$ cat src/rtl/npsrch_pkg.sv
// Package for the nearest prime search block.
// Holds the shared default width of the input number; no dependencies.
`default_nettype none

package npsrch_pkg;

    // Default width of the input number.
    localparam int NUM_WIDTH_DEF = 16;

endpackage

`default_nettype wire

$ cat src/rtl/npsrch_div.sv
// Iterative restoring divider that returns the remainder only.
// One quotient bit per cycle; depends on nothing outside this file.
`default_nettype none

module npsrch_div #(
    parameter int NW = 17,
    parameter int DW = 10
) (
    input  wire logic          i_clk,
    input  wire logic          i_rst_n,
    input  wire logic          i_start,
    input  wire logic [NW-1:0] i_dividend,
    input  wire logic [DW-1:0] i_divisor,
    output logic               o_done,
    output logic [DW-1:0]      o_rem
);

    localparam int CNTW = $clog2(NW + 1);

    logic            r_busy;
    logic            r_done;
    logic [CNTW-1:0] r_cnt;
    logic [NW-1:0]   r_dvd;
    logic [DW-1:0]   r_dsr;
    logic [DW-1:0]   r_rem;

    logic [DW:0]     trial;
    logic [DW:0]     diff;
    logic [DW-1:0]   n_rem;

    always_comb begin
        trial = {r_rem, r_dvd[NW-1]};
        diff  = trial - {1'b0, r_dsr};
        if (trial >= {1'b0, r_dsr}) begin
            n_rem = diff[DW-1:0];
        end else begin
            n_rem = trial[DW-1:0];
        end
    end

    always_ff @(posedge i_clk) begin
        if (!i_rst_n) begin
            r_busy <= 1'b0;
            r_done <= 1'b0;
            r_cnt  <= '0;
        end else if (i_start) begin
            r_busy <= 1'b1;
            r_done <= 1'b0;
            r_cnt  <= CNTW'(NW);
        end else if (r_busy) begin
            r_cnt <= r_cnt - CNTW'(1);
            if (r_cnt == CNTW'(1)) begin
                r_busy <= 1'b0;
                r_done <= 1'b1;
            end
        end else begin
            r_done <= 1'b0;
        end
    end

    always_ff @(posedge i_clk) begin
        if (i_start) begin
            r_dvd <= i_dividend;
            r_dsr <= i_divisor;
            r_rem <= '0;
        end else if (r_busy) begin
            r_dvd <= {r_dvd[NW-2:0], 1'b0};
            r_rem <= n_rem;
        end
    end

    assign o_done = r_done;
    assign o_rem  = r_rem;

endmodule

`default_nettype wire

$ cat src/rtl/nearest_prime_search.sv
// Top level of the nearest prime search block: sequencer and result registers.
// Depends on npsrch_pkg and on the remainder divider npsrch_div.
`default_nettype none

// The block takes one number per transfer (start high while busy is low) and
// searches, by trial division, for the largest prime below it and the
// smallest prime above it. Candidates below the number are tried downward
// from number-1, then candidates above it upward from number+1. Each
// candidate j is divided by d = 2, 3, ... while d*d <= j, one division at a
// time on a single shared restoring divider that produces one quotient bit
// per clock. Each divisor takes a test step, the divider steps over all
// NUM_WIDTH+1 bits of the candidate, and then the remainder is taken. Each
// candidate adds a setup step, and a candidate found prime adds a closing
// test step. Inputs of one and two have nothing below them to test. The
// time an item takes is set mostly by how many trial divisions the divider
// must run. A zero input is flagged as bad in the cycle right after the
// accepting edge, and the block can take the next transfer in the cycle
// after that. The result appears for exactly one cycle with o_done high,
// and the receiver cannot stall it: capture it in that cycle. busy stays
// high from the accepting edge through the o_done cycle.
module nearest_prime_search #(
    parameter int NUM_WIDTH = npsrch_pkg::NUM_WIDTH_DEF
) (
    input  wire logic                 i_clk,
    input  wire logic                 i_rst_n,
    input  wire logic                 start,
    output logic                      busy,
    input  wire logic [NUM_WIDTH-1:0] i_number,
    output logic                      o_done,
    output logic [NUM_WIDTH-1:0]      o_lower_prime,
    output logic [NUM_WIDTH:0]        o_upper_prime,
    output logic [NUM_WIDTH:0]        o_nearest_prime,
    output logic                      o_is_tie,
    output logic                      o_bad_input
);

    // Candidates reach at most twice the input, so one extra bit suffices.
    localparam int CW  = NUM_WIDTH + 1;
    // Divisors stay at or below the square root of a candidate, plus one.
    localparam int DW  = (CW + 1) / 2 + 1;
    localparam int SQW = 2 * DW;

    localparam logic [2:0] S_IDLE = 3'd0;
    localparam logic [2:0] S_NEXT = 3'd1;
    localparam logic [2:0] S_TEST = 3'd2;
    localparam logic [2:0] S_DIV  = 3'd3;
    localparam logic [2:0] S_FIN  = 3'd4;
    localparam logic [2:0] S_DONE = 3'd5;

    localparam logic PH_LOWER = 1'b0;
    localparam logic PH_UPPER = 1'b1;

    logic [2:0]           r_state, n_state;
    logic                 r_phase, n_phase;
    logic [NUM_WIDTH-1:0] r_n, n_n;
    logic [CW-1:0]        r_j, n_j;
    logic [DW-1:0]        r_d, n_d;
    logic [SQW-1:0]       r_sq, n_sq;
    logic [NUM_WIDTH-1:0] r_lo, n_lo;
    logic [CW-1:0]        r_hi, n_hi;
    logic [CW-1:0]        r_near, n_near;
    logic                 r_tie, n_tie;
    logic                 r_bad, n_bad;

    logic                 div_start;
    logic                 div_done;
    logic [DW-1:0]        div_rem;

    logic                 sq_over;
    logic [CW-1:0]        dist_lo;
    logic [CW-1:0]        dist_hi;

    npsrch_div #(
        .NW (CW),
        .DW (DW)
    ) u_div (
        .i_clk      (i_clk),
        .i_rst_n    (i_rst_n),
        .i_start    (div_start),
        .i_dividend (r_j),
        .i_divisor  (r_d),
        .o_done     (div_done),
        .o_rem      (div_rem)
    );

    // The running square is kept up to date by adding 2d+1 each time d steps,
    // so no multiplier is needed.
    assign sq_over   = r_sq > SQW'(r_j);
    assign div_start = (r_state == S_TEST) && !sq_over;

    assign dist_lo = CW'(r_n) - CW'(r_lo);
    assign dist_hi = r_hi - CW'(r_n);

    always_comb begin
        n_state = r_state;
        n_phase = r_phase;
        n_n     = r_n;
        n_j     = r_j;
        n_d     = r_d;
        n_sq    = r_sq;
        n_lo    = r_lo;
        n_hi    = r_hi;
        n_near  = r_near;
        n_tie   = r_tie;
        n_bad   = r_bad;

        unique case (r_state)
            S_IDLE: begin
                if (start) begin
                    n_n = i_number;
                    if (i_number == '0) begin
                        // A zero input is invalid: flag it with all values clear.
                        n_lo    = '0;
                        n_hi    = '0;
                        n_near  = '0;
                        n_tie   = 1'b0;
                        n_bad   = 1'b1;
                        n_state = S_DONE;
                    end else begin
                        n_bad   = 1'b0;
                        n_phase = PH_LOWER;
                        n_j     = CW'(i_number) - CW'(1);
                        n_state = S_NEXT;
                    end
                end
            end
            S_NEXT: begin
                if (r_phase == PH_LOWER && r_j < CW'(2)) begin
                    // Nothing prime lies below the input.
                    n_lo    = '0;
                    n_phase = PH_UPPER;
                    n_j     = CW'(r_n) + CW'(1);
                end else begin
                    n_d     = DW'(2);
                    n_sq    = SQW'(4);
                    n_state = S_TEST;
                end
            end
            S_TEST: begin
                if (sq_over) begin
                    // No divisor found up to the square root: the candidate is prime.
                    if (r_phase == PH_LOWER) begin
                        n_lo    = r_j[NUM_WIDTH-1:0];
                        n_phase = PH_UPPER;
                        n_j     = CW'(r_n) + CW'(1);
                        n_state = S_NEXT;
                    end else begin
                        n_hi    = r_j;
                        n_state = S_FIN;
                    end
                end else begin
                    n_state = S_DIV;
                end
            end
            S_DIV: begin
                if (div_done) begin
                    if (div_rem == '0) begin
                        if (r_phase == PH_LOWER) begin
                            n_j = r_j - CW'(1);
                        end else begin
                            n_j = r_j + CW'(1);
                        end
                        n_state = S_NEXT;
                    end else begin
                        n_d     = r_d + DW'(1);
                        n_sq    = r_sq + SQW'({r_d, 1'b0}) + SQW'(1);
                        n_state = S_TEST;
                    end
                end
            end
            S_FIN: begin
                n_tie = 1'b0;
                if (r_lo == '0) begin
                    n_near = r_hi;
                end else if (dist_lo == dist_hi) begin
                    n_near = CW'(r_lo);
                    n_tie  = 1'b1;
                end else if (dist_lo < dist_hi) begin
                    n_near = CW'(r_lo);
                end else begin
                    n_near = r_hi;
                end
                n_state = S_DONE;
            end
            S_DONE: begin
                n_state = S_IDLE;
            end
            default: begin
                n_state = S_IDLE;
            end
        endcase
    end

    always_ff @(posedge i_clk) begin
        if (!i_rst_n) begin
            r_state <= S_IDLE;
            r_phase <= PH_LOWER;
        end else begin
            r_state <= n_state;
            r_phase <= n_phase;
        end
    end

    always_ff @(posedge i_clk) begin
        r_n    <= n_n;
        r_j    <= n_j;
        r_d    <= n_d;
        r_sq   <= n_sq;
        r_lo   <= n_lo;
        r_hi   <= n_hi;
        r_near <= n_near;
        r_tie  <= n_tie;
        r_bad  <= n_bad;
    end

    assign busy            = (r_state != S_IDLE);
    assign o_done          = (r_state == S_DONE);
    assign o_lower_prime   = r_lo;
    assign o_upper_prime   = r_hi;
    assign o_nearest_prime = r_near;
    assign o_is_tie        = r_tie;
    assign o_bad_input     = r_bad;

endmodule

`default_nettype wire

$ cat config.mk
export PLATFORM = sky130hd
export DESIGN_NAME = nearest_prime_search
export DESIGN_NICKNAME = d
export VERILOG_FILES = /design/src/rtl/npsrch_pkg.sv /design/src/rtl/npsrch_div.sv /design/src/rtl/nearest_prime_search.sv
export SDC_FILE = /design/constraint.sdc
export NUM_CORES = 1
export LEC_CHECK = 0
export BUFFER_PORTS_ARGS = -buffer_cell sky130_fd_sc_hd__buf_4
export CAP_MARGIN = 20
export CELL_PAD_IN_SITES_DETAIL_PLACEMENT = 0
export CELL_PAD_IN_SITES_GLOBAL_PLACEMENT = 2
export CORE_ASPECT_RATIO = 0.5
export CORE_MARGIN = 2
export CORE_UTILIZATION = 25
export DETAILED_ROUTE_END_ITERATION = 8
export PLACE_DENSITY = 0.69
export SLEW_MARGIN = 20
export SYNTH_ARGS = -nofsm -noshare
export SYNTH_HDL_FRONTEND = slang
export SYNTH_SLANG_ARGS = --single-unit
$ cat constraint.sdc
create_clock -name i_clk -period 4.25 [get_ports i_clk]
set_clock_uncertainty 0.05 [all_clocks]
set_input_delay 0.425 -clock i_clk [delete_from_list [all_inputs] [get_ports i_clk]]
set_output_delay 0.425 -clock i_clk [all_outputs]
set_load 0.01 [all_outputs]
Yosys cells after proc, flatten, opt, wreduce, memory -nomap -nowiden
Index checks and enable logic that the tools add are counted.
W data, S select, Z words.
{ "word_totals": {"output_inout_bits": 54, "inputBits": 19, "wordCells": 137, "ff_bits": 163} }
{ "op_classes": {"n_addsub": 11, "order_cmp": 4, "eq_ne": 18, "bitwise": 3, "mux": 59, "reduce_logical": 24} }
{ "ops": {"columns": ["op", "count"], "rows": [
  ["$mux W17", 17],
  ["$mux W16", 5],
  ["$pmux W17 S2", 2],
  ["$pmux W17 S4", 1],
  ["$mux W20", 3],
  ["$pmux W16 S3", 1],
  ["$mux W10", 4],
  ["$pmux W20 S2", 1],
  ["$logic_not A16 Y1", 2],
  ["$add A20 B1 Y20 const B", 1],
  ["$add A20 B11 Y20", 1],
  ["$gt A20 B17 Y1", 1],
  ["$ne A2 B2 Y1 const B", 10],
  ["$pmux W10 S2", 1],
  ["$mux W3", 6],
  ["$add A16 B1 Y17 const B", 1],
  ["$add A17 B1 Y17 const B", 1],
  ["$eq A17 B17 Y1", 1],
  ["$lt A17 B17 Y1", 1],
  ["$lt A17 B2 Y1 const B", 1],
  ["$sub A16 B1 Y17 const B", 1],
  ["$sub A16 B16 Y17", 1],
  ["$sub A17 B1 Y17 const B", 1],
  ["$sub A17 B16 Y17", 1],
  ["31 further kinds", 54]
]} }

Longest topological paths before layout
Gate-level depths: netlist of the first run.
{ "depth": {"word_depth": 6, "depth_mapped": 20, "depth_no_buf": 19} }

Hierarchy
Synthesis of the first run repeated with hierarchy kept, for this count alone.
{ "hier_totals": {"hier_cells": 1152, "hier_area_um2": 11379.7} }
{ "modules_own_cells": {"columns": ["mod", "area_per_inst_um2", "cells_per_inst", "instances", "seq_area_each_um2"], "rows": [
  ["nearest_prime_search", 9067.4, 948, 1, 3533.4],
  ["npsrch_div", 2312.2, 204, 1, 1151.1]
]} }

Worst setup path after synthesis of the first run
Ideal clock, no wire load.
{ "synth_timing": {"kind": "register to register", "from": "register r_n[0]", "to": "register r_near[10] (netlist: o_nearest_prime[10]), data pin", "setup_time_ps": 266, "required_time_ps": 3934, "t_arrival_ps": 4263, "path_slack_ps": -329, "path_buffers": 1, "stages_incl_launch_ff": 21, "synth_period_minus_slack_ps": 4579, "cell_sequence": "edfxtp_1 -> inv_1 -> ha_1 -> inv_1 -> fa_1 -> a21oi_1 -> o21ai_0 -> o31ai_1 -> a21oi_1 -> a21oi_1 -> o21ai_0 -> xor2_1 -> ha_1 -> a21o_1 -> a21o_1 -> a21o_1 -> and4b_1 -> a32oi_1 -> buf_2 -> mux2i_1 -> nor2_1"} }
{ "synth_via": {"elab_chain_cells": 6, "word_cells_on_any_way": 8, "classes_between": "2 x add/sub; 1 x order compare; 1 x eq/ne; 4 x mux"} }
{ "synth_lines": {"columns": ["item", "line", "source"], "rows": [
  ["start: declaration", "nearest_prime_search.sv:55", "logic [NUM_WIDTH-1:0] r_n, n_n;"],
  ["start signal: assignment", "nearest_prime_search.sv:205", "r_n <= n_n;"],
  ["$sub A17 B16 Y17 / $sub A16 B16 Y17 (equally long branches)", "nearest_prime_search.sv:92, nearest_prime_search.sv:91", null],
  ["$lt A17 B17 Y1", "nearest_prime_search.sv:178", "end else if (dist_lo < dist_hi) begin"],
  ["$mux W17", "nearest_prime_search.sv:178", null],
  ["$mux W17 *", "nearest_prime_search.sv:175", "end else if (dist_lo == dist_hi) begin"],
  ["$mux W17 *", "nearest_prime_search.sv:173", "if (r_lo == '0) begin"],
  ["$pmux W17 S2 *", "nearest_prime_search.sv:107", "unique case (r_state)"],
  ["end signal: assignment", "nearest_prime_search.sv:211", "r_near <= n_near;"],
  ["end: declaration", "nearest_prime_search.sv:61", "logic [CW-1:0] r_near, n_near;"]
]} }
Every way passes the cells marked *; elsewhere a longest branch is shown, timed or not.
A chain may end at the register's enable or synchronous reset.

Worst setup path in the final report of the first run
{ "layout_timing": {"from": "register r_n[0]", "to": "register r_near[6] (netlist: o_nearest_prime[6]), data pin"} }
The elaborated chain is that of the path after synthesis.

==> results of run 1 <==
[what timing repair did]
action,CTS,global route
gates resized for setup,8,11
setup endpoints to repair,17,17
setup buffers,2,4
pin swaps,2,21
gates cloned,0,2
[worst min-delay path by stage]
stage / end / depth (start not counted) / start / slack (ns)
after floorplan: u_div.r_dsr[9] / 0 / r_d[9] / 0.42
after global placement: u_div.r_cnt[1] / 2 / u_div.r_cnt[1] / 0.45
after detailed placement: u_div.r_cnt[1] / 2 / u_div.r_cnt[1] / 0.45
after CTS: r_n[14] / 1 / i_number[14] / 0.13
after global routing: r_n[14] / 1 / i_number[14] / 0.14
final: r_n[14] / 1 / i_number[14] / 0.16
[metrics by stage]
step           power, mW  setup TNS [ns]  cells
2_1_floorplan       3.62               0   1139
3_3_place_gp        4.23           -2.67   1825
3_5_place_dp        4.25           -3.89   1826
4_1_cts             5.78               0   1860
5_1_grt             6.24           -3.26   1866
6_report            5.87         -0.0127   1866
[layout make-up]
type	instances	share of cell area [%]
clock inverter	15	0.968
inverter	93	2.57
tap	598	5.51
timing repair buffer	123	7.15
clock buffer	17	3.13
multi-input combinational	857	46.1
sequential	163	34.5
[Yosys cell counts (24+ instances only)]
| master | n |
|---|---|
| xnor2_1 | 40 |
| ha_1 | 106 |
| nor3_1 | 28 |
| mux2i_1 | 28 |
| o21ai_0 | 59 |
| nand2_1 | 55 |
| nand3_1 | 24 |
| inv_1 | 92 |
| nor2_1 | 122 |
| edfxtp_1 | 142 |
| xor2_1 | 43 |
| a21oi_1 | 72 |
[metal layers]
layer / global-route usage [%] / vias up / wire length, um
li1: - / 4442 / -
met5: 0 / - / 0
met4: 3.28 / 0 / 501
met1: 19.2 / 4411 / 16300
met3: 1.92 / 21 / 741
met2: 23.2 / 107 / 15600
[power by group through the flow]
stage	clock network, mW	logic (mW)	registers [mW]
final	1.49	2.29	2.09
after detailed placement	0	2.13	2.12
after global placement	0	2.11	2.12
after floorplan	0	1.55	2.07
after global routing	1.59	2.54	2.11
after CTS	1.53	2.16	2.09
[cells by family after synthesis]
kind of cell	Yosys count	synth area share, %
AO/OA/AOI/OAI	271	16.0
XOR/XNOR	83	6.43
adder cells (fa/ha/maj)	111	12.6
buffers and inverters	119	4.17
flip-flops	163	41.5
multiplexers	45	4.17
AND/OR/NAND/NOR	347	15.2
[placed cells by master (no fill, tap or decap), types with 5 or more instances in the layout]
master | synthesis | final
nand2b_1 | 12 | 12
a211oi_1 | 10 | 10
o211ai_1 | 6 | 6
nor4b_1 | 5 | 5
nand3_1 | 24 | 24
a22oi_1 | 5 | 5
nor2_1 | 122 | 121
dfxtp_1 | 21 | 21
clkbuf_16 | 0 | 19
mux2i_1 | 28 | 27
buf_4 | 0 | 120
nand4_1 | 16 | 16
a31oi_1 | 14 | 14
inv_1 | 92 | 92
nor2b_1 | 20 | 20
nand2_1 | 55 | 55
or2_2 | 7 | 7
o22ai_1 | 11 | 10
xor2_1 | 43 | 43
o21a_1 | 21 | 21
a21o_1 | 21 | 21
xnor2_1 | 40 | 40
a21oi_2 | 0 | 5
edfxtp_1 | 142 | 142
ha_1 | 106 | 104
o21ai_0 | 59 | 55
or3_1 | 13 | 13
a21oi_1 | 72 | 67
nor3_1 | 28 | 27
and3_1 | 8 | 8
nor4_1 | 20 | 19
mux2_2 | 17 | 17
and4_1 | 6 | 6
[state kept, by name, summed over array words and instances, names as in the netlist]
signal           cells
o_bad_input          1
o_is_tie             1
o_lower_prime       16
o_nearest_prime     17
o_upper_prime       17
r_d                 10
r_j                 17
r_n                 16
r_phase              1
r_sq                20
r_state              3
u_div.o_done         1
u_div.o_rem         10
u_div.r_busy         1
u_div.r_cnt          5
u_div.r_dsr         10
u_div.r_dvd         17
==> results.py, run 1 <==
metrics = {
    "synthesis": {
        "syn_avg_cell_area_sq_um": 9.92,
        "synth.area.top_cells": "edfxtp_1 (38%), ha_1 (12%), nor2_1 (4.1%), dfxtp_1 (3.7%), xor2_1 (3.3%)",
        "yosys_warnings": 0,
        "synth_top_area_share_pct": 37.7,
        "synth_edf_count": 142,
        "synth_area_sq_mm": 0.0113,
        "netlist_instances": 1139,
        "ys_types": 64,
        "ys_seq_elements": 163,
        "synth_fp_nets": 1269,
        "yosysTopAreaCell": "edfxtp_1",
        "synth-main-ff-cell": "edfxtp_1",
        "ys_seq_area_share_pct": 41.5,
        "synthArstFlopShare_pct": 0,
    },
    "clocking": {
        "cts_tree": "built",
        "clkTransAtPathRegs_ns": 0.07,
        "ctsHoldBuffers": 0,
        "cts_max_path_buffers": 2,
        "root_buffer": "clkbuf_16",
        "clock_latency_ns": 0.43,
        "htree_levels": 4,
        "cts_sinks": 163,
        "numCtsBuffers": 17,
    },
    "die": {
        "io_pins": 73,
        "die_x_um": 305,
        "fp.dieH_um": 154,
        "start_util_pct": 25.2,
        "rows": 55,
        "die-area_sq_mm": 0.0470,
        "core_area_sq_mm": 0.0449,
    },
    "route": {
        "first_pass_iters": 5,
        "wl_per_cell_um": 17.8,
        "num_vias": 8981,
        "drc": 0,
        "drt-initial-drc-count": 445,
        "viasPerCell": 4.81,
        "drtAntennaViolNets": 0,
        "wl_um": 33200,
    },
    "run_status": {
        "violations": "setup timing",
        "outcome": "finished, violations left",
    },
    "sta": {
        "setup_viol": 3,
        "drv_slew": 0,
        "worst_slew_pin_slew_ns": 0.851,
        "post-route-period-util_pct": 100,
        "clock.fmax_mhz": 235,
        "hold_viol_final": 0,
        "rsz0062_at_grt": "yes",
        "max_slew_margin_pct": 42.9,
        "setup_slack_ns": -0.0110,
        "min_period_ns": 4.26,
        "hold_ws_ns": 0.158,
    },
    "final_layout": {
        "diodes": 0,
        "final_util_pct": 30.2,
        "fillCellCount": 4621,
        "seq_area_sq_mm": 0.00468,
        "drive_gt1_share_pct": 16.4,
        "area_delta_synth_final_pct": 20.1,
        "fin_nets": 1385,
        "design_area_sq_mm": 0.0136,
        "multi_input_area_sq_mm": 0.00626,
    },
    "worst_setup_path": {
        "cp_max_fo": 8,
        "cp_top_family": "compound AO/OA/AOI/OAI gates",
        "critPathBufInv": 3,
        "crit-reg2reg-capture": "o_nearest_prime[6]",
        "worstReg2RegStart": "r_n[0]",
        "critPathKind": "flip-flop to flip-flop",
        "crit_required_ns": 4.35,
        "timing.critical_path.depth": 20,
        "endpoint_kind": "flip-flop",
        "rr_worst_depth": 20,
        "crit_path_start": "r_n[0]",
        "crit_top_cell": "a21o_1",
        "cp.arrival_ns": 4.36,
        "cp_slowest_cell": "edfxtp_1",
        "endpoint": "o_nearest_prime[6]",
        "r2r_slack_ns": -0.01,
        "critPathLaunchType": "flip-flop",
        "max_stage_delay_ns": 0.38,
        "path_cells": "buf_4 > ha_2 > fa_2 > nor2b_1 > o21a_1 > o21ai_1 > a21oi_1 > buf_4 > a21oi_1 > o21bai_1 > xnor2_1 > ha_1 > a21o_1 > a21o_1 > a21o_1 > and4b_1 > a32oi_4 > clkbuf_16 > mux2i_1 > nor2_1",
    },
    "pwr": {
        "p_comb_share_pct": 39.0,
        "p_switching_mw": 2.12,
        "switching_share_pct": 36.1,
        "total_leakage_power_nw": 5.40,
        "p_per_area_mw_per_mm2": 433,
        "cellInternalPower_mw": 3.75,
        "pwr-share-clk_pct": 25.4,
        "vdd_drop_max_uv": 235,
        "seqPwrFrac_pct": 35.6,
    },
    "worst_hold_path": {
        "hold_path_class": "input pin to flip-flop",
    },
    "placed_design": {
        "placed_cell_area_sq_mm": 0.0129,
        "place_congestion": 0.881,
        "numPortBuffers": 72,
        "place_ws_ns": -0.257,
        "dp_hpwl_um": 25600,
    },
    "global_routing": {
        "grt_antenna_before_repair": 0,
        "grt_usage_pct": 13.9,
        "grt.overflow.total": 0,
        "grt_max_degree": 31,
        "grt_pass1_vias": 8997,
        "grt_pass1_wl_um": 51400,
    },
    "job": {
        "drv_cap": 0,
    },
}
Note: power is estimated with default switching activity, not from simulation.
==> run 2, diff against run 1 <==
==> constraint.sdc (replaced) <==
create_clock -name i_clk -period 4.25 [get_ports i_clk]
set_clock_uncertainty 0.05 [all_clocks]
set_input_delay 0.6375 -clock i_clk [delete_from_list [all_inputs] [get_ports i_clk]]
set_output_delay 0.6375 -clock i_clk [all_outputs]
set_load 0.01 [all_outputs]
==> results.py, run 2 (synthesis gave the netlist of run 1 again) <==
metrics = {
    "worst_setup_path": {
        "crit_required_ns": 4.36,
        "crit-reg2reg-capture": "o_nearest_prime[6]",
        "cp.arrival_ns": 4.34,
        "critPathLaunchType": "flip-flop",
        "rr_worst_depth": 18,
        "r2r_slack_ns": 0.01,
        "critPathKind": "flip-flop to flip-flop",
        "endpoint_kind": "flip-flop",
        "cp_max_fo": 8,
        "worstReg2RegStart": "r_n[1]",
    },
    "placed_design": {
        "dp_hpwl_um": 25800,
        "place_congestion": 0.858,
        "place_ws_ns": -0.279,
        "numPortBuffers": 72,
        "placedCellCount": 1824,
        "placed_cell_area_sq_mm": 0.0128,
    },
    "final_layout": {
        "area_delta_synth_final_pct": 20.6,
        "fillCellCount": 4686,
        "final_common_cell": "edfxtp_1",
        "seq_area_sq_mm": 0.00468,
        "largest_register_ffs": 20,
        "multi_input_area_sq_mm": 0.00628,
        "fin_nets": 1385,
        "design_area_sq_mm": 0.0136,
        "regMostFlops": "r_sq",
        "final_cells": 1866,
        "layout_common_cells": "edfxtp_1 (142), nor2_1 (121), buf_4 (117), ha_1 (104), inv_1 (91)",
        "diodes": 0,
        "drive_gt1_share_pct": 16.8,
    },
    "clocking": {
        "root_buffer": "clkbuf_16",
        "clkTransAtPathRegs_ns": 0.07,
        "cts_sinks": 163,
        "cts_tree": "built",
        "numCtsBuffers": 17,
        "htree_levels": 4,
        "clock_latency_ns": 0.44,
        "cts_max_path_buffers": 2,
    },
    "sta": {
        "min_period_ns": 4.24,
        "setup_tns_ns": 0,
        "setup_viol": 0,
        "hold_viol_final": 0,
        "drv_slew": 0,
        "max_slew_margin_pct": 45.2,
        "rsz0062_at_grt": "yes",
        "worst_slew_pin_slew_ns": 0.819,
        "setup_slack_ns": 0.0145,
        "post-route-period-util_pct": 99.7,
        "clock.fmax_mhz": 236,
    },
    "route": {
        "viasPerCell": 4.85,
        "drt-initial-drc-count": 499,
        "drtAntennaViolNets": 0,
        "first_pass_iters": 5,
        "wl_per_cell_um": 17.9,
        "wl_um": 33400,
        "num_vias": 9047,
        "drc": 0,
    },
    "worst_hold_path": {
        "hold_end": "r_n[14]",
        "min-delay-start": "i_number[14]",
        "hold_path_class": "input pin to flip-flop",
        "hold-path-cell-count": 1,
    },
    "pwr": {
        "vdd_drop_max_uv": 279,
        "p_per_area_mw_per_mm2": 437,
        "power.total_mw": 5.95,
        "total_leakage_power_nw": 5.42,
    },
    "global_routing": {
        "grt_pass1_wl_um": 51600,
        "grt_usage_pct": 14.0,
        "grt_max_degree": 31,
        "grt_pass1_vias": 9090,
        "grt_antenna_before_repair": 0,
        "grt.overflow.total": 0,
    },
    "die": {
        "start_util_pct": 25.2,
        "core_area_sq_mm": 0.0449,
        "rows": 55,
        "fp.dieH_um": 154,
        "die-area_sq_mm": 0.0470,
        "io_pins": 73,
        "die_x_um": 305,
    },
    "run_status": {
        "outcome": "complete, no violations",
    },
    "job": {
        "drv_cap": 0,
    },
}
==> run 2: critical path, stage by stage, from the launching register on <==
cell and delay (ns):
edfxtp_1 0.42, buf_6 0.16, ha_1 0.26, nor2b_1 0.18, o31a_1 0.21, o211a_1 0.21
a311oi_2 0.11, buf_4 0.16, o31ai_1 0.29, a21oi_1 0.13, xnor2_1 0.15, ha_1 0.30
a21o_1 0.12, a21o_1 0.13, and4b_1 0.22, a32oi_4 0.35, clkbuf_16 0.25, mux2i_1 0.19
nor2_1 0.06
==> run 2: final cells by class <==
type,count,share of cell area (%)
Tap cell,598,5.49
Clock inverter,15,1.15
Sequential cell,163,34.4
Multi-Input combinational cell,857,46.1
Timing Repair Buffer,123,7.21
Clock buffer,17,3.12
Inverter,93,2.56
==> run 2: worst max path at each step <==
stage               startpoint                  end  depth (start not counted)
global route            r_n[1]   o_nearest_prime[6]                         19
CTS                     r_n[0]   o_nearest_prime[0]                         20
global placement        r_n[0]  o_nearest_prime[11]                         20
floorplan               r_n[0]  o_nearest_prime[10]                         20
detailed placement      r_n[0]   o_nearest_prime[0]                         20
finish                  r_n[1]   o_nearest_prime[6]                         18
==> run 2: report_power, final <==
| part | internal [mW] | switching (mW) | total (mW) | leakage, nW |
|---|---|---|---|---|
| Sequential | 1.92 | 0.174 | 2.09 | 1.54 |
| Combinational | 1.02 | 1.26 | 2.28 | 3.60 |
| Clock | 0.871 | 0.704 | 1.57 | 0.280 |
==> run 2: timing repair <==
action	in CTS	in global routing
gates resized for setup	9	18
pin swaps	5	19
setup buffers	2	5
hold buffers	0	0
cloned	0	2
endpoints found under the setup margin	17	17
==> run 2: through the flow <==
| stage | hold slack, ns | util, % |
|---|---|---|
| 2_1_floorplan | 0.417 | - |
| 5_1_grt | 0.343 | 30.4 |
| 4_1_cts | 0.339 | 30.0 |
| 6_report | 0.356 | 30.4 |
| 3_3_place_gp | 0.446 | 28.6 |
| 3_5_place_dp | 0.456 | 28.6 |
==> run 2: per-layer routing <==
| layer | global-route usage [%] | vias up | share of wire (%) |
|---|---|---|---|
| li1 | - | 4439 | - |
| met1 | 19.1 | 4435 | 48 |
| met2 | 23.5 | 141 | 47 |
| met3 | 1.84 | 32 | 2.8 |
| met4 | 4.03 | 0 | 1.7 |
| met5 | 0 | - | 0 |
==> run 3, diff against run 2 <==
--- a/config.mk
+++ b/config.mk
@@ -13,7 +13,7 @@
 export CORE_MARGIN = 2
 export CORE_UTILIZATION = 25
 export DETAILED_ROUTE_END_ITERATION = 8
-export PLACE_DENSITY = 0.69
+export PLACE_DENSITY = 0.67
 export SLEW_MARGIN = 20
 export SYNTH_ARGS = -nofsm -noshare
 export SYNTH_HDL_FRONTEND = slang
==> constraint.sdc (replaced) <==
create_clock -name i_clk -period 4 [get_ports i_clk]
set_clock_uncertainty 0.05 [all_clocks]
set_input_delay 0.6 -clock i_clk [delete_from_list [all_inputs] [get_ports i_clk]]
set_output_delay 0.6 -clock i_clk [all_outputs]
set_load 0.01 [all_outputs]
==> results.py, run 3 (synthesis gave the netlist of run 1 again) <==
metrics = {
    "sta": {
        "setup_viol": 17,
        "clock.fmax_mhz": 236,
        "drv_slew": 0,
        "setup_slack_ns": -0.245,
        "setup_tns_ns": -3.70,
        "min_period_ns": 4.25,
        "hold_ws_ns": 0.322,
        "hold_viol_final": 0,
        "max_slew_margin_pct": 45.2,
        "rsz0062_at_grt": "yes",
        "post-route-period-util_pct": 106,
        "worst_slew_pin_slew_ns": 0.817,
    },
    "clocking": {
        "cts_max_path_buffers": 2,
        "clkTransAtPathRegs_ns": 0.07,
        "root_buffer": "clkbuf_16",
        "cts_tree": "built",
        "htree_levels": 4,
        "ctsHoldBuffers": 0,
        "clock_latency_ns": 0.44,
        "numCtsBuffers": 17,
        "cts_sinks": 163,
    },
    "worst_setup_path": {
        "worstReg2RegStart": "r_n[0]",
        "crit_required_ns": 4.11,
        "r2r_slack_ns": -0.25,
        "endpoint": "o_nearest_prime[0]",
        "critPathKind": "flip-flop to flip-flop",
        "cp.arrival_ns": 4.35,
        "critPathLaunchType": "flip-flop",
        "crit-reg2reg-capture": "o_nearest_prime[0]",
        "crit_path_start": "r_n[0]",
        "cp_max_fo": 8,
        "endpoint_kind": "flip-flop",
        "rr_worst_depth": 20,
    },
    "route": {
        "first_pass_iters": 5,
        "viasPerCell": 4.81,
        "wl_per_cell_um": 17.6,
        "drt-initial-drc-count": 453,
        "num_vias": 9050,
        "wl_um": 33100,
        "drtAntennaViolNets": 0,
        "drc": 0,
    },
    "final_layout": {
        "drive_gt1_share_pct": 17.4,
        "diodes": 0,
        "area_delta_synth_final_pct": 21.0,
        "layout_common_cells": "edfxtp_1 (142), buf_4 (134), nor2_1 (121), ha_1 (104), inv_1 (91)",
        "largest_register_ffs": 20,
        "regMostFlops": "r_sq",
        "fillCellCount": 4667,
        "fin_nets": 1399,
        "final_common_cell": "edfxtp_1",
    },
    "global_routing": {
        "grt.overflow.total": 0,
        "grt_pass1_vias": 9012,
        "grt_pass1_wl_um": 51500,
        "grt_max_degree": 31,
        "grt_antenna_before_repair": 0,
        "grt_usage_pct": 13.9,
    },
    "placed_design": {
        "dp_hpwl_um": 26000,
        "place_congestion": 0.858,
        "numPortBuffers": 72,
    },
    "worst_hold_path": {
        "hold_path_class": "input pin to flip-flop",
    },
    "die": {
        "die_x_um": 305,
        "rows": 55,
        "fp.dieH_um": 154,
        "io_pins": 73,
        "core_area_sq_mm": 0.0449,
        "die-area_sq_mm": 0.0470,
        "start_util_pct": 25.2,
    },
    "run_status": {
        "violations": "setup timing",
        "outcome": "finished, violations left",
    },
    "pwr": {
        "pwr-share-clk_pct": 26.1,
        "p_per_area_mw_per_mm2": 456,
        "vdd_drop_max_uv": 266,
        "total_leakage_power_nw": 5.47,
        "power.total_mw": 6.23,
        "cellInternalPower_mw": 3.97,
        "seqPwrFrac_pct": 35.6,
        "p_switching_mw": 2.26,
        "p_comb_share_pct": 38.3,
        "switching_share_pct": 36.2,
    },
    "job": {
        "drv_cap": 0,
    },
}
-- run 3: changes by cell type in the layout (fill, tap and decap cells not counted), moves of 2 or more --
cell,delta
buf_4,+17
buf_6,-3
a21oi_1,+2
clkinv_2,-2
clkinvlp_4,+2
inv_8,+2
-- run 3: metal layers --
layer | wire length, um | global-route usage [%] | part of all wire [%]
met1 | 16100 | 19.0 | 49
met2 | 15800 | 23.7 | 48
met3 | 772 | 1.62 | 2.3
met4 | 430 | 2.95 | 1.3
met5 | 0 | 0 | 0
-- run 3: power by group through the flow --
stage          Clock [mW]  Sequential, mW  Combinational, mW
6_report             1.63            2.22               2.39
5_1_grt              1.73            2.24               2.67
4_1_cts              1.66            2.22               2.32
3_5_place_dp            0            2.25               2.29
3_3_place_gp            0            2.25               2.27
2_1_floorplan           0            2.20               1.66
-- run 3: metrics by stage --
step / util [%] / setup WS [ns] / instances / instance area (sq um)
after floorplan: - / -0.0322 / 1139 / 11300
after global placement: 29.0 / -0.185 / 1843 / 13000
after detailed placement: 29.0 / -0.314 / 1843 / 13000
after CTS: 30.3 / -0.215 / 1875 / 13600
after global routing: 30.5 / -0.412 / 1880 / 13700
final: 30.5 / -0.245 / 1880 / 13700
-- run 3: final cells by class --
type                       instances  area [sq um]  share of cell area, %
clock inverter                    15           149                   1.09
inverter                          93           349                   2.55
tap                              598           748                   5.47
sequential                       163          4680                   34.2
clock buffer                      17           425                   3.11
timing repair buffer             137          1070                   7.83
multi-input combinational        857          6250                   45.7
-- run 3: what timing repair did --
action / in CTS / in global routing
gates resized for setup: 4 / 8
cloned: 0 / 1
pin swaps: 4 / 6
setup buffers: 0 / 4
setup endpoints to repair: 17 / 17
-- run 3: worst min-delay path by stage --
| stage | from | end | slack (ns) | cells past startpoint |
|---|---|---|---|---|
| floorplan | r_d[9] | u_div.r_dsr[9] | 0.42 | 0 |
| global placement | u_div.r_cnt[1] | u_div.r_cnt[1] | 0.45 | 2 |
| detailed placement | u_div.r_cnt[1] | u_div.r_cnt[1] | 0.45 | 2 |
| CTS | i_number[15] | r_n[15] | 0.30 | 1 |
| global route | i_number[15] | r_n[15] | 0.31 | 1 |
| finish | i_number[15] | r_n[15] | 0.32 | 1 |
-- run 3: critical path, cell delays in order (launching register included) --
cell and delay (ns):
edfxtp_1 0.43, inv_1 0.08, ha_2 0.18, inv_2 0.04, fa_2 0.36, a21oi_2 0.16
o21ai_2 0.08, o31ai_2 0.30, a21oi_2 0.12, a21oi_2 0.20, o21ai_2 0.10, xor2_1 0.16
ha_1 0.30, a21o_1 0.16, a21o_1 0.17, a21o_1 0.19, and4b_1 0.30, a32oi_4 0.16
clkbuf_16 0.22, mux2i_1 0.16, nor2_1 0.06
